[config.mk]
export PLATFORM = sky130hd
export DESIGN_NAME = fat_timestamp_to_epoch
export DESIGN_NICKNAME = d
export VERILOG_FILES = /design/src/hdl/fte_pkg.sv /design/src/hdl/fat_timestamp_to_epoch.sv
export SDC_FILE = /design/constraint.sdc
export NUM_CORES = 1
export LEC_CHECK = 0
export BUFFER_PORTS_ARGS = -buffer_cell sky130_fd_sc_hd__clkbuf_2
export CORE_ASPECT_RATIO = 1.2
export CORE_MARGIN = 5
export CORE_UTILIZATION = 50
export CTS_BUF_LIST = sky130_fd_sc_hd__clkbuf_8
export DETAILED_ROUTE_END_ITERATION = 16
export GPL_TIMING_DRIVEN = 0
export PLACE_DENSITY = 0.67
export SLEW_MARGIN = 30
export SYNTH_ARGS = -nofsm -noshare
export SYNTH_HDL_FRONTEND = slang
export SYNTH_SLANG_ARGS = --single-unit
[constraint.sdc]
create_clock -name clock -period 14.4 [get_ports clock]
set_input_delay 1.44 -clock clock [delete_from_list [all_inputs] [get_ports clock]]
set_output_delay 1.44 -clock clock [all_outputs]
set_load 0.005 [all_outputs]
[src/hdl/fte_pkg.sv]
// Shared constants and calendar table for the timestamp-to-epoch converter.
`default_nettype none

package fte_pkg;

   // Input field widths
   localparam int unsigned YearWidth   = 16;
   localparam int unsigned CalWidth    = 8;
   localparam int unsigned FatWidth    = 16;
   localparam int unsigned EpochWidth  = 42;

   // Internal widths
   localparam int unsigned MonthWidth  = 4;
   localparam int unsigned DayWidth    = 5;
   localparam int unsigned HourWidth   = 5;
   localparam int unsigned MinWidth    = 6;
   localparam int unsigned TodWidth    = 17;   // seconds of day, up to 86399
   localparam int unsigned Q100Width   = 10;   // year / 100, up to 655
   localparam int unsigned ProdWidth   = 29;   // year * reciprocal
   localparam int unsigned ExtraWidth  = 14;   // leap days, month days and day offset
   localparam int unsigned DaysWidth   = 25;   // days since the epoch

   // Calendar constants
   localparam logic [YearWidth-1:0] EpochYear = 16'd1970;
   localparam logic [YearWidth-1:0] FatBaseYear = 16'd1980;
   localparam logic [15:0]          LeapsBeforeEpoch = 16'd477;  // leap years in 1..1969
   localparam int unsigned          SecPerDay = 86400;
   localparam int unsigned          SecPerHour = 3600;
   localparam int unsigned          SecPerMin = 60;

   // Floor reciprocal of 100: (y * Recip100) >> Recip100Shift is y/100 or one less
   localparam int unsigned Recip100      = 5242;
   localparam int unsigned Recip100Shift = 19;

   // Operation codes
   localparam logic OpFat = 1'b0;
   localparam logic OpCal = 1'b1;

   // Days in the months before the given month, non-leap year
   function automatic logic [8:0] days_before_month(input logic [MonthWidth-1:0] month);
      logic [8:0] d;
      case (month)
         4'd1:    d = 9'd0;
         4'd2:    d = 9'd31;
         4'd3:    d = 9'd59;
         4'd4:    d = 9'd90;
         4'd5:    d = 9'd120;
         4'd6:    d = 9'd151;
         4'd7:    d = 9'd181;
         4'd8:    d = 9'd212;
         4'd9:    d = 9'd243;
         4'd10:   d = 9'd273;
         4'd11:   d = 9'd304;
         4'd12:   d = 9'd334;
         default: d = 9'd0;
      endcase
      return d;
   endfunction

endpackage

`default_nettype wire

[src/hdl/fat_timestamp_to_epoch.sv]
// Pipelined conversion of FAT or calendar timestamps to Unix seconds.
//
//  channel | direction | handshake             | payload
//  req     | in        | req_valid / req_ready | operation, fat_date, fat_time, cal_*
//  rsp     | out       | rsp_valid / rsp_ready | epoch_seconds (42 bits)
//
// Six register stages; one item is taken in every cycle while rsp keeps up.
// The stages are: field select and clamp, divide-by-100 correction, leap count,
// day count, day-to-second multiply, final add into the output register.
// The whole pipe advances together; a stall on rsp holds every stage and drops req_ready.
// Synchronous reset clears the valid bits only.
`default_nettype none

module fat_timestamp_to_epoch
   import fte_pkg::*;
(
   input  wire logic                   clock,
   input  wire logic                   reset,

   input  wire logic                   req_valid,
   output      logic                   req_ready,
   input  wire logic                   req_operation,
   input  wire logic [FatWidth-1:0]    req_fat_date,
   input  wire logic [FatWidth-1:0]    req_fat_time,
   input  wire logic [YearWidth-1:0]   req_cal_year,
   input  wire logic [CalWidth-1:0]    req_cal_month,
   input  wire logic [CalWidth-1:0]    req_cal_day,
   input  wire logic [CalWidth-1:0]    req_cal_hour,
   input  wire logic [CalWidth-1:0]    req_cal_minute,
   input  wire logic [CalWidth-1:0]    req_cal_second,

   output      logic                   rsp_valid,
   input  wire logic                   rsp_ready,
   output      logic [EpochWidth-1:0]  rsp_epoch_seconds
);

   // Pipe advance
   logic advance;
   assign advance   = !rsp_valid || rsp_ready;
   assign req_ready = advance;

   // Valid bits
   logic v1_ff, v2_ff, v3_ff, v4_ff, v5_ff, vo_ff;

   always_ff @(posedge clock) begin
      if (reset) begin
         v1_ff <= 1'b0;
         v2_ff <= 1'b0;
         v3_ff <= 1'b0;
         v4_ff <= 1'b0;
         v5_ff <= 1'b0;
         vo_ff <= 1'b0;
      end else if (advance) begin
         v1_ff <= req_valid;
         v2_ff <= v1_ff;
         v3_ff <= v2_ff;
         v4_ff <= v3_ff;
         v5_ff <= v4_ff;
         vo_ff <= v5_ff;
      end
   end

   assign rsp_valid = vo_ff;

   // Stage 1: select fields, clamp, start year / 100
   logic [CalWidth-1:0]   month_raw, day_raw, hour_raw, min_raw, sec_raw;
   logic [YearWidth-1:0]  s1_year_in;
   logic [MonthWidth-1:0] s1_month_in;
   logic [DayWidth-1:0]   s1_day_in;
   logic [HourWidth-1:0]  s1_hour_in;
   logic [MinWidth-1:0]   s1_min_in, s1_sec_in;
   logic                  s1_zero_in;
   logic [ProdWidth-1:0]  s1_prod_in;

   always_comb begin
      if (req_operation == OpCal) begin
         s1_year_in = req_cal_year;
         month_raw  = req_cal_month;
         day_raw    = req_cal_day;
         hour_raw   = req_cal_hour;
         min_raw    = req_cal_minute;
         sec_raw    = req_cal_second;
      end else begin
         s1_year_in = FatBaseYear + {9'd0, req_fat_date[15:9]};
         month_raw  = {4'd0, req_fat_date[8:5]};
         day_raw    = {3'd0, req_fat_date[4:0]};
         hour_raw   = {3'd0, req_fat_time[15:11]};
         min_raw    = {2'd0, req_fat_time[10:5]};
         sec_raw    = {2'd0, req_fat_time[4:0], 1'b0};
      end

      if (month_raw == 8'd0)       s1_month_in = 4'd1;
      else if (month_raw > 8'd12)  s1_month_in = 4'd12;
      else                         s1_month_in = month_raw[MonthWidth-1:0];

      if (day_raw == 8'd0)         s1_day_in = 5'd1;
      else if (day_raw > 8'd31)    s1_day_in = 5'd31;
      else                         s1_day_in = day_raw[DayWidth-1:0];

      s1_hour_in = (hour_raw > 8'd23) ? 5'd23 : hour_raw[HourWidth-1:0];
      s1_min_in  = (min_raw  > 8'd59) ? 6'd59 : min_raw[MinWidth-1:0];
      s1_sec_in  = (sec_raw  > 8'd59) ? 6'd59 : sec_raw[MinWidth-1:0];

      s1_zero_in = ((req_operation == OpFat) && (req_fat_date == 16'd0))
                   || (s1_year_in < EpochYear);
      s1_prod_in = {13'd0, s1_year_in} * ProdWidth'(Recip100);
   end

   logic [YearWidth-1:0]  s1_year_ff;
   logic [MonthWidth-1:0] s1_month_ff;
   logic [DayWidth-1:0]   s1_day_ff;
   logic [HourWidth-1:0]  s1_hour_ff;
   logic [MinWidth-1:0]   s1_min_ff, s1_sec_ff;
   logic                  s1_zero_ff;
   logic [ProdWidth-1:0]  s1_prod_ff;

   always_ff @(posedge clock) begin
      if (advance) begin
         s1_year_ff  <= s1_year_in;
         s1_month_ff <= s1_month_in;
         s1_day_ff   <= s1_day_in;
         s1_hour_ff  <= s1_hour_in;
         s1_min_ff   <= s1_min_in;
         s1_sec_ff   <= s1_sec_in;
         s1_zero_ff  <= s1_zero_in;
         s1_prod_ff  <= s1_prod_in;
      end
   end

   // Stage 2: correct the quotient by one, time of day
   logic [Q100Width-1:0] q_raw;
   logic [TodWidth-1:0]  rem_raw;
   logic                 q_fix;
   logic [Q100Width-1:0] s2_q_in;
   logic                 s2_rnz_in;
   logic [TodWidth-1:0]  s2_tod_in;

   always_comb begin
      q_raw     = s1_prod_ff[ProdWidth-1:Recip100Shift];
      rem_raw   = {1'b0, s1_year_ff} - ({7'd0, q_raw} * 17'd100);
      q_fix     = (rem_raw >= 17'd100);
      s2_q_in   = q_raw + {{(Q100Width-1){1'b0}}, q_fix};
      s2_rnz_in = q_fix ? (rem_raw != 17'd100) : (rem_raw != 17'd0);
      s2_tod_in = ({12'd0, s1_hour_ff} * TodWidth'(SecPerHour))
                + ({11'd0, s1_min_ff} * TodWidth'(SecPerMin))
                + {11'd0, s1_sec_ff};
   end

   logic [YearWidth-1:0]  s2_year_ff;
   logic [MonthWidth-1:0] s2_month_ff;
   logic [DayWidth-1:0]   s2_day_ff;
   logic                  s2_zero_ff;
   logic [Q100Width-1:0]  s2_q_ff;
   logic                  s2_rnz_ff;
   logic [TodWidth-1:0]   s2_tod_ff;

   always_ff @(posedge clock) begin
      if (advance) begin
         s2_year_ff  <= s1_year_ff;
         s2_month_ff <= s1_month_ff;
         s2_day_ff   <= s1_day_ff;
         s2_zero_ff  <= s1_zero_ff;
         s2_q_ff     <= s2_q_in;
         s2_rnz_ff   <= s2_rnz_in;
         s2_tod_ff   <= s2_tod_in;
      end
   end

   // Stage 3: leap test, leap days since the epoch, days into the year
   logic                  is_leap;
   logic [15:0]           leaps;
   logic [ExtraWidth-1:0] month_days;
   logic [ExtraWidth-1:0] s3_extra_in;
   logic [YearWidth-1:0]  s3_yoff_in;

   always_comb begin
      is_leap = (s2_year_ff[1:0] == 2'd0) && (s2_rnz_ff || (s2_q_ff[1:0] == 2'd0));
      // leaps_upto(year - 1) - leaps_upto(1969)
      leaps = {2'd0, s2_year_ff[15:2]} - {6'd0, s2_q_ff} + {8'd0, s2_q_ff[9:2]}
            - {15'd0, is_leap} - LeapsBeforeEpoch;
      month_days = {5'd0, days_before_month(s2_month_ff)}
                 + {{(ExtraWidth-1){1'b0}}, (is_leap && (s2_month_ff > 4'd2))};
      s3_extra_in = leaps[ExtraWidth-1:0] + month_days
                  + {9'd0, s2_day_ff} - {{(ExtraWidth-1){1'b0}}, 1'b1};
      s3_yoff_in  = s2_year_ff - EpochYear;
   end

   logic [YearWidth-1:0]  s3_yoff_ff;
   logic [ExtraWidth-1:0] s3_extra_ff;
   logic                  s3_zero_ff;
   logic [TodWidth-1:0]   s3_tod_ff;

   always_ff @(posedge clock) begin
      if (advance) begin
         s3_yoff_ff  <= s3_yoff_in;
         s3_extra_ff <= s3_extra_in;
         s3_zero_ff  <= s2_zero_ff;
         s3_tod_ff   <= s2_tod_ff;
      end
   end

   // Stage 4: days since the epoch
   logic [DaysWidth-1:0] s4_days_in;
   assign s4_days_in = ({9'd0, s3_yoff_ff} * 25'd365) + {11'd0, s3_extra_ff};

   logic [DaysWidth-1:0] s4_days_ff;
   logic                 s4_zero_ff;
   logic [TodWidth-1:0]  s4_tod_ff;

   always_ff @(posedge clock) begin
      if (advance) begin
         s4_days_ff <= s4_days_in;
         s4_zero_ff <= s3_zero_ff;
         s4_tod_ff  <= s3_tod_ff;
      end
   end

   // Stage 5: days to seconds
   logic [EpochWidth-1:0] s5_secs_in;
   assign s5_secs_in = {17'd0, s4_days_ff} * EpochWidth'(SecPerDay);

   logic [EpochWidth-1:0] s5_secs_ff;
   logic                  s5_zero_ff;
   logic [TodWidth-1:0]   s5_tod_ff;

   always_ff @(posedge clock) begin
      if (advance) begin
         s5_secs_ff <= s5_secs_in;
         s5_zero_ff <= s4_zero_ff;
         s5_tod_ff  <= s4_tod_ff;
      end
   end

   // Stage 6: add time of day, force zero for empty or early dates
   logic [EpochWidth-1:0] epoch_in;
   logic [EpochWidth-1:0] epoch_ff;

   assign epoch_in = s5_zero_ff ? '0 : (s5_secs_ff + {25'd0, s5_tod_ff});

   always_ff @(posedge clock) begin
      if (advance) begin
         epoch_ff <= epoch_in;
      end
   end

   assign rsp_epoch_seconds = epoch_ff;

   // Assertions
   a_stall_blocks_req: assert property (@(posedge clock) disable iff (reset)
      (rsp_valid && !rsp_ready) |-> !req_ready)
      else $error("req_ready high while result stalled");

   a_reset_empties: assert property (@(posedge clock)
      $past(reset) |-> !rsp_valid)
      else $error("result valid right after reset");

   a_zero_result: assert property (@(posedge clock) disable iff (reset)
      (v5_ff && s5_zero_ff && advance) |=> (rsp_valid && (rsp_epoch_seconds == '0)))
      else $error("empty or early date gave a nonzero result");

   a_item_advances: assert property (@(posedge clock) disable iff (reset)
      (v3_ff && advance) |=> v4_ff)
      else $error("item lost between day-count stages");

endmodule

`default_nettype wire

# Word-level counts from Yosys, hierarchy flattened
# Memory sizes are Yosys's and may differ from the RTL's. A register that Yosys moved wholly into a read port is not among the register bits.
# Index checks and enable logic that the tools add are counted.
[classes] n_addsub=16 mul=6 n_lt_le_gt_ge=8 n_eq_ne=1 mux=10 bitwise=1 n_reduce_logical=15
[ops] cell="adder 42 x 17 -> 42 bit" count=1
[ops] cell="two-way mux 8 bit" count=5
[ops] cell="multiplier 25 x 10 -> 35 bit, second input constant" count=1
[ops] cell="multiplier 16 x 12 -> 28 bit, second input constant" count=1
[ops] cell="adder 25 x 14 -> 25 bit" count=1
[ops] cell="multiplier 16 x 9 -> 25 bit, second input constant" count=1
[ops] cell="adder 17 x 12 -> 17 bit" count=1
[ops] cell="adder 17 x 6 -> 17 bit" count=1
[ops] cell=">= comparator 17 x 7 -> 1 bit, second input constant" count=1
[ops] cell="!= test 17 x 7 -> 1 bit, second input constant" count=1
[ops] cell="nonzero test 17 bit" count=1
[ops] cell="subtractor 16 x 17 -> 17 bit" count=1
[ops] cell="greater-than comparator 8 x 5 -> 1 bit, second input constant" count=2
[ops] cell="greater-than comparator 8 x 6 -> 1 bit, second input constant" count=2
[ops] cell="zero test 16 bit" count=1
[ops] cell="zero test 8 bit" count=2
[ops] cell="< comparator 16 x 11 -> 1 bit, second input constant" count=1
[ops] cell="two-way mux 16 bit" count=1
[ops] cell="subtractor 16 x 11 -> 16 bit, second input constant" count=1
[ops] cell="multiplier 10 x 5 -> 15 bit, second input constant" count=1
[ops] cell="adder 14 x 10 -> 14 bit" count=1
[ops] cell="adder 14 x 5 -> 14 bit" count=1
[ops] cell="adder 14 x 9 -> 14 bit" count=1
[ops] cell="subtractor 14 x 1 -> 14 bit" count=1
[ops] cell="19 further kinds" count=26
[totals] register_bits=317 rom_bits=144 in_bits=93 elab_cells=92 memories=1
[mem_list] memory="(no name shown)" words=16 width=9 read_ports=1 rd_ports_with_merged_regs=1 wr=0 line_no="fte_pkg.sv:42" source="case (month)"

# Depth between registers and ports, before layout
[logic_depth] depth_word=8 depth_mapped=25

# Worst setup path before layout
# No wires, ideal clock.
[synth_timing] path_kind="input to register" start="in rsp_ready" end="reg with a tool-made name" setup_ns=0.128 t_arrival_ns=12.924 required_ns=14.272 slack_ns=1.348 cell_stages=8 path_buffers=2 path_cell_list="nor2b_1 -> clkbuf_1 -> inv_1 -> clkbuf_1 -> mux2i_1 -> ha_1 -> a211oi_1 -> a31oi_1"
[synth_lines] element="from (decl)" line_no="fat_timestamp_to_epoch.sv:33" source="input wire logic rsp_ready,"

# Final worst setup path
[layout_timing] start="in req_operation" end="reg s1_prod_ff[28] (data pin)"
[layout_via] elab_chain_cells=2
[layout_rtl] element="from (decl)" line_no="fat_timestamp_to_epoch.sv:22" source="input wire logic req_operation,"
[layout_rtl] element="two-way mux 16 bit" line_no="fat_timestamp_to_epoch.sv:76" source="if (req_operation == OpCal) begin"
[layout_rtl] element="named net s1_year_in[10]" line_no="fat_timestamp_to_epoch.sv:67" source="logic [YearWidth-1:0] s1_year_in;"
[layout_rtl] element="multiplier 16 x 12 -> 28 bit" line_no="fat_timestamp_to_epoch.sv:106" source="s1_prod_in = {13'd0, s1_year_in} * ProdWidth'(Recip100);"
[layout_rtl] element="named net s1_prod_in[28]" line_no="fat_timestamp_to_epoch.sv:73" source="logic [ProdWidth-1:0] s1_prod_in;"
[layout_rtl] element="to (signal assigned)" line_no="fat_timestamp_to_epoch.sv:126" source="s1_prod_ff <= s1_prod_in;"
[layout_rtl] element="to (decl)" line_no="fat_timestamp_to_epoch.sv:115" source="logic [ProdWidth-1:0] s1_prod_ff;"
# The timed path passes the listed nets, and every way through them passes these cells.
# A chain may end at the register's enable or synchronous reset.

==> run_results.csv <==
group,metric,value,unit
layout,multiInputGateArea,16400,sq um
worst_setup_path,cp.required,14.77,ns
worst_setup_path,cp-start-kind,"primary input",
timing,fin_setup_tns,0,ns
clock_tree,clock_latency,0.62,ns
timing,fmax,0.124,GHz
clock_tree,ctsHtreeMaxLevel,2,
run,drv_cap,0,
layout,nets,3497,
floorplan,die_h,267,um
logic_synthesis,ys_ff_latch,308,
timing,min_period_over_period,0.558,
clock_tree,cts_tree,"done",
logic_synthesis,synthArstFlopShare,0,
route,drt_iter0_drc,556,
clock_tree,cts_hold_buf,0,
global_routing,grt.overflow.total,0,
timing,worstMarginPinSlew,0.938,ns
route,wirelength,53.6,mm
logic_synthesis,synth.distinct_cells,77,
worst_setup_path,path_class,"in2reg",
layout,areaGrowthSynthToFinish,9.92,%
logic_synthesis,syn_nets,3304,
clock_tree,numCtsBuffers,49,
worst_setup_path,regToRegEndpoint,"s2_q_ff[4]",
min_path,hold_depth,0,
layout,mostFrequentLayoutCell,"inv_1",
route,drt_first_pass_iters,5,
layout,post-route-util,0.553,
clock_tree,post_cts_resized,0,
worst_setup_path,cp_data_arrival_time,8.40,ns
min_path,worstHoldStart,"s3_tod_ff[5]",
worst_setup_path,r2r_setup_slack,8.86,ns
timing,fin_crit,8.03,ns
layout,final_cell_mix,"537 x inv_1, 433 x ha_1, 293 x edfxtp_1",
route,drc,0,
clock_tree,cts.clk_slew.worst_paths,0.06,ns
logic_synthesis,synth.avg_cell_area,10.8,sq um
clock_tree,post_cts_buffers,0,
placed_design,gp_congestion,0.916,
floorplan,start_util,0.503,
logic_synthesis,yosysTopAreaCell,"edfxtp_1",
placed_design,hpwlAfterDp,45.1,mm
floorplan,coreArea,54700,sq um
floorplan,rows,94,
clock_tree,cts_sinks,308,
route,vias_per_cell,5.20,
layout,drive_above_1_share,0.0852,
timing,finalSetupViolations,0,
global_routing,grt_first_pass_wirelength,89.7,mm
worst_setup_path,reg2reg_depth,24,
global_routing,antenna_found_initial,1,
logic_synthesis,synth.top_cell.area_share,0.320,
status,outcome,"finished, final reports clean",
global_routing,grt_pass1_vias,19484,
timing,maxSlewHeadroom,0.370,
min_path,worstHoldPathType,"reg2reg",
worst_setup_path,r2r-start,"s1_prod_ff[20]",
min_path,min_to,"s4_tod_ff[5]",
global_routing,grt_usage,0.181,
placed_design,port-buffer-count,136,
timing,skew,0.0268,ns
timing,drv_slew,0,
logic_synthesis,synth_warnings,0,
floorplan,die_w,224,um
logic_synthesis,synth_edf_count,293,
worst_setup_path,endpoint_kind,"flop",
layout,area.sequential,9100,sq um
floorplan,ios,137,
floorplan,fp.dieArea,59900,sq um
global_routing,grt_start_max_net_pins,51,
route,vias,18234,
route,post_drt_wl_per_cell,15.3,um
timing,hold_viol_final,0,
clock_tree,cts_root_buf,"clkbuf_8",
timing,hold_ws,0.418,ns
logic_synthesis,mappedNetlistArea,27500,sq um
timing,rsz0062_at_grt,"false",
route,drtAntennaViolNets,0,
clock_tree,cts_buffer_depth,3,
logic_synthesis,synthFlopType,"edfxtp_1",
logic_synthesis,ys_seq_area_frac,0.331,
logic_synthesis,synthCells,2552,
worst_setup_path,path_max_fanout,10,
logic_synthesis,ys_top_cells_by_area,"edfxtp_1 32%, ha_1 20%, fa_1 16%",
layout,nFillCells,4680,
cells by family after synthesis:
family	share of synthesized area
DFF	0.331
AOI/OAI and AO/OA	0.0968
muxes	0.00818
xor gates and xnor gates	0.0493
and+or+nand+nor	0.0787
adders and majority gates	0.361
buffers and inverters	0.0754
synthesized netlist by cell type (5+ instances only):
library cell	count
inv_1	527
ha_1	433
edfxtp_1	293
fa_1	226
nor2_1	139
a21oi_1	128
nand2_1	116
xnor2_1	111
a21o_1	48
xor2_1	44
o21ai_0	43
nor3_1	39
nand3_1	32
nor2b_1	27
o21bai_1	25
o21ai_1	20
a211oi_1	18
clkbuf_1	18
mux2i_1	18
o21a_1	17
and3_1	16
nand4_1	16
dfxtp_1	15
nand2b_1	14
o211ai_1	12
a31oi_1	10
a211o_1	9
nand3b_1	9
nor4_1	9
or3_1	9
a2111oi_0	8
and2_1	8
o2111ai_1	6
o31ai_1	6
a221oi_1	5
or4_1	5
flip-flops by register name, indices dropped and copies added (netlist names), 17 cells and up, named ones only:
| name | flops |
|---|---|
| rsp_epoch_seconds | 42 |
| s5_secs_ff | 35 |
| s4_days_ff | 25 |
| s2_tod_ff | 17 |
| s3_tod_ff | 17 |
| s4_tod_ff | 17 |
| s5_tod_ff | 17 |
per-layer routing:
layer | global-route usage | up-vias | part of all wire
li1 | - | 9043 | -
met1 | 0.193 | 8691 | 0.38
met2 | 0.355 | 361 | 0.55
met3 | 0.0245 | 139 | 0.032
met4 | 0.0728 | 0 | 0.038
met5 | 0 | - | 0
how the worst max path moves through the flow:
| stage | startpoint | end | slack (ns) | depth (start not counted) |
|---|---|---|---|---|
| after detailed placement | req_operation | s1_prod_ff[28] | 5.74 | 23 |
| after CTS | req_operation | s1_prod_ff[28] | 6.42 | 23 |
| final | req_operation | s1_prod_ff[28] | 6.37 | 23 |
| after global routing | req_operation | s1_prod_ff[28] | 6.10 | 22 |
| after floorplan | rsp_ready | flop | 1.35 | 8 |
| after global placement | rsp_ready | flop | -2.74 | 9 |
through the flow:
step	instances	setup slack, ns	cell area [sq um]
after CTS	3503	6.42	30300
after global placement	3408	-2.74	29100
after global routing	3504	6.10	30300
final	3504	6.37	30300
after detailed placement	3414	5.74	29300
after floorplan	2552	1.35	27500
area by class of cell:
| class | count | area share |
|---|---|---|
| timing repair buffer | 142 | 0.0270 |
| clock inverter | 37 | 0.00968 |
| buffer | 25 | 0.00339 |
| tap | 720 | 0.0298 |
| inverter | 527 | 0.0654 |
| sequential | 308 | 0.301 |
| clock buffer | 52 | 0.0237 |
| antenna | 1 | 0.0000827 |
| multi-input combinational | 1692 | 0.540 |
critical path, cell delays in order:
cell and delay [ns]:
clkbuf_2 0.14, clkbuf_1 0.45, buf_1 0.48, clkbuf_1 0.53
a21o_1 0.46, inv_1 0.11, fa_1 0.51, inv_1 0.05
ha_1 0.29, fa_1 0.46, fa_1 0.54, inv_1 0.05
fa_1 0.55, inv_1 0.06, ha_1 0.30, a21oi_1 0.27
o211ai_1 0.17, a221o_1 0.37, a31oi_1 0.26, a21boi_1 0.19
o31ai_1 0.42, mux2i_1 0.23, nor3_1 0.07
Power is not shown: default switching activity piles up to over one toggle a cycle in this logic, so the estimate is an artifact.
